### config.mk
export PLATFORM = sky130hd
export DESIGN_NAME = ght_first_zero
export DESIGN_NICKNAME = d
export VERILOG_FILES = /design/src/rtl/ght_pkg.sv /design/src/rtl/ght_first_zero.sv
export SDC_FILE = /design/constraint.sdc
export NUM_CORES = 1
export LEC_CHECK = 0
export BUFFER_PORTS_ARGS = -buffer_cell sky130_fd_sc_hd__buf_2
export CAP_MARGIN = 20
export CORE_AREA = 2 2 39 41
export DETAILED_ROUTE_END_ITERATION = 10
export DIE_AREA = 0 0 41 43
export GPL_ROUTABILITY_DRIVEN = 0
export PLACE_DENSITY_LB_ADDON = 0.05
export SLEW_MARGIN = 20
export SYNTH_ARGS = -nofsm -noshare
export SYNTH_HDL_FRONTEND = slang
export SYNTH_SLANG_ARGS = --single-unit
### constraint.sdc
create_clock -name vclk -period 4.8
set_input_delay 0.96 -clock vclk [all_inputs]
set_output_delay 0.96 -clock vclk [all_outputs]
set_load 0.01 [all_outputs]
### src/rtl/ght_pkg.sv
// Shared types, codes and helpers for the generational handle table.
// No dependencies; imported by every module of the block.
`timescale 1ns / 1ps

package ght_pkg;

    // Request kinds
    localparam logic [1:0] FUNC_ALLOC   = 2'd0;
    localparam logic [1:0] FUNC_LOOKUP  = 2'd1;
    localparam logic [1:0] FUNC_DESTROY = 2'd2;

    // Result status codes
    localparam logic [1:0] STATUS_OK   = 2'd0;
    localparam logic [1:0] STATUS_FULL = 2'd1;
    localparam logic [1:0] STATUS_BAD  = 2'd2;

    // Used-bit map word geometry
    localparam int BM_BITS  = 32;
    localparam int BM_OFF_W = 5;
    localparam int BM_GRP   = 8;

    typedef struct packed {
        logic [1:0]  func;
        logic [7:0]  handle_index;
        logic [31:0] handle_generation;
        logic [31:0] new_tex_slot;
        logic [14:0] new_width;
        logic [14:0] new_height;
    } ght_req_t;

    typedef struct packed {
        logic [1:0]  status;
        logic [7:0]  out_index;
        logic [31:0] out_generation;
        logic [31:0] out_tex_slot;
        logic [14:0] out_width;
        logic [14:0] out_height;
    } ght_rsp_t;

    // One slot of the entry memory
    typedef struct packed {
        logic [31:0] gen;
        logic [31:0] tex;
        logic [14:0] width;
        logic [14:0] height;
    } ght_entry_t;

    // Lowest clear bit of a map word
    typedef struct packed {
        logic                found;
        logic [BM_OFF_W-1:0] pos;
    } ght_zpos_t;

    typedef enum logic [1:0] {
        GHT_IDLE,
        GHT_READ,
        GHT_CHECK,
        GHT_ALLOC
    } ght_state_t;

    // Advance a generation, skipping zero on wrap
    function automatic logic [31:0] ght_next_gen(input logic [31:0] g);
        logic [31:0] n;
        n = g + 32'd1;
        return (n == 32'd0) ? 32'd1 : n;
    endfunction

endpackage

### src/rtl/ght_first_zero.sv
// Two-level priority encoder: lowest clear bit of one used-bit map word.
// Depends on ght_pkg for the word geometry and the result type.
`timescale 1ns / 1ps

module ght_first_zero (
    input  logic [ght_pkg::BM_BITS-1:0] bits,
    output ght_pkg::ght_zpos_t          zpos
);
    import ght_pkg::*;

    localparam int NGRP  = BM_BITS / BM_GRP;
    localparam int GPOS_W = $clog2(BM_GRP);

    logic [NGRP-1:0]   grp_found;
    logic [GPOS_W-1:0] grp_pos [NGRP];

    // Find the lowest clear bit inside each byte
    always_comb begin
        for (int g = 0; g < NGRP; g++) begin
            grp_found[g] = 1'b0;
            grp_pos[g]   = '0;
            for (int b = BM_GRP - 1; b >= 0; b--) begin
                if (!bits[g*BM_GRP + b]) begin
                    grp_found[g] = 1'b1;
                    grp_pos[g]   = GPOS_W'(b);
                end
            end
        end
    end

    // Pick the lowest byte that has one
    always_comb begin
        zpos = '0;
        for (int g = NGRP - 1; g >= 0; g--) begin
            if (grp_found[g]) begin
                zpos.found = 1'b1;
                zpos.pos   = BM_OFF_W'(g*BM_GRP) + BM_OFF_W'(grp_pos[g]);
            end
        end
    end

endmodule

==> out/metrics.csv <==
stage,metric,value,unit
setup_path,Worst EP required,3.84,ns
floorplanning,# rows,14,
setup_path,critical path type,in -> out,
floorplanning,DIE WIDTH,41,um
synthesis,Synth Warn #,0,
final_layout,sequential cell count,0,
detailed_routing,average routed wire per standard cell,9.550,um
clock_network,Hold Buf Count CTS,0,
final_layout,diode count,0,
floorplanning,die height,43,um
synthesis,Post-Syn Nets,98,
pwr,leakage,0.2966,nW
floorplanning,core region area,1384,sq um
final_layout,clk_buf instances,0,
floorplanning,Die ar.,1763,sq um
setup_path,"Max FO, Critical Path",4,
timing,Setup TNS Final,0,ns
pwr,maximum VDD drop,0.02319,mV
synthesis,register area share after synthesis,0,%
final_layout,Layout area overhead,56.57,%
setup_path,CP Capture Type,output port,
detailed_routing,post-route antenna net violation count,0,
timing,Worst Tran Pin Value,0.2799,ns
final_layout,Finished Cell Area,581.8,sq um
detailed_routing,DR vias,618,
final_layout,fillers,159,
setup_path,"Critical Path, Cell by Cell","buf_2, nand4_1, or2_1, o21bai_4, o32a_1, o21ai_2, buf_2",
placement,I/O Buffers,38,
final_layout,register area,0,sq um
timing,Max Clk Rate,315.0,MHz
global_routing,vias in the first global route,488,
setup_path,WP data arrival,2.21,ns
min_path,hold crit path type,in -> out,
detailed_routing,Detailed Route Iter0 Violations,9,
timing,Final Hold Violating Endpoints,0,
floorplanning,I/O pins,38,
timing,final setup fails,0,
setup_path,Worst Path Buf+Inv,2,
detailed_routing,routed wire length,1146,um
run,Max Cap Viol,0,
synthesis,Synth area leaders,"o21ai_0 12%, nand4_1 12%, nand2_1 11%, inv_1 9.1%, a31oi_1 8.4%",
setup_path,critical path's slowest cell,o32a_1,
final_layout,NumNets Final,138,
detailed_routing,First-pass DRT Iterations,4,
synthesis,Netlist cell types,22,
synthesis,"count leader, synth",nand2_1,
clock_network,post-CTS setup buffer count,0,
pwr,Power Dens Cells,61.90,nW/um^2
floorplanning,Initial Utilization,26.85,%
timing,minimum clock period,3.174,ns
global_routing,antenna violations before repair,0,
setup_path,longest individual stage delay on the worst path,0.35,ns
synthesis,Post-synth top cells,"11 x nand2_1, 9 x inv_1, 9 x o21ai_0, 7 x nand4_1, 5 x a31oi_1",
final_layout,layout cell share with drive strength beyond 1,41.35,%
synthesis,cell taking the most area after synthesis,o21ai_0,
timing,Final Cycle Share,66.13,%
placement,hpwl dp,1035,um
synthesis,Post-Syn Instances,66,
clock_network,PostCTS Resize Cnt,0,
setup_path,"most used cell, CP",buf_2,
timing,fin worst setup slack,1.626,ns
detailed_routing,drc violations,0,
placement,placed cell area,581.8,sq um
timing,Rel. slew slack,81.27,%
synthesis,Yosys top cell area share,12.12,%
timing,Slew Limit Fails,0,
global_routing,All-Layer GR Usage,13.69,%
global_routing,GRT overflow,0,
setup_path,Top delay family on crit path,compound AO/OA/AOI/OAI gates,
global_routing,global-route wire length before repair,1814,um
setup_path,crit path launch type,input port,
global_routing,largest net degree at the start of global routing,6,
timing,RSZ-0062 raised after global routing,no,
synthesis,Avg Inst Size Synth,5.630,sq um
detailed_routing,Via density,5.150,
synthesis,mapped cell area,371.6,sq um
final_layout,post-layout util,42.04,%
placement,Setup WS pre-CTS,1.629,ns
run_status,status,finished clean,
-- kinds of logic (layout without fill, tap and decap cells) --
group | Yosys count | after routing | synth area share [%]
buffers and inverters | 9 | 47 | 9.090
and+or+nand+nor | 32 | 32 | 43.77
AOI/OAI and AO/OA | 25 | 25 | 47.14
-- layout make-up --
cell class | instances | area (sq um) | area share, %
multi-input cells | 57 | 337.8 | 58.06
inverters | 9 | 33.78 | 5.806
well taps | 16 | 20.02 | 3.441
repair buffers | 38 | 190.2 | 32.69
-- layout by cell type, fill, tap and decap left out, types with 2 or more instances in the layout --
cell type,netlist,final
o21ai_0,9,9
inv_1,9,9
nand4_1,7,7
nand2_1,11,11
nor2_1,4,4
a31oi_1,5,5
buf_2,0,38
nand3_1,4,4
a31o_2,2,2
nand2b_1,2,2
-- final timing paths --
check             cells past startpoint      end  slack [ns]     start
setup / recovery                      7  zpos[1]        1.63  bits[18]
hold / removal                        4  zpos[0]        2.27   bits[0]
-- metal layers --
layer / part of all wire, % / wire, um / global-route usage, %
met1: 46 / 526 / 18.99
met2: 47 / 536 / 24.06
met3: 7.2 / 83 / 0
met4: 0 / 0 / 0
met5: 0 / 0 / 0
-- metrics by stage --
step                hold slack [ns]  power [mW]  instances
floorplan                     2.050     0.01364         66
global placement              2.286     0.03606        120
detailed placement            2.264     0.03606        120
CTS                           2.268     0.03626        120
global route                  2.309     0.04093        120
finish                        2.266     0.03602        120
-- power breakdown --
group	total (mW)	internal, mW	leakage [nW]	switching, mW
Combinational	0.0360	0.0177	0.297	0.0184
Clock	0	0	0	0
Sequential	0	0	0	0
Total	0.0360	0.0177	0.297	0.0184
No activity file was read; power rests on OpenSTA's default activity.
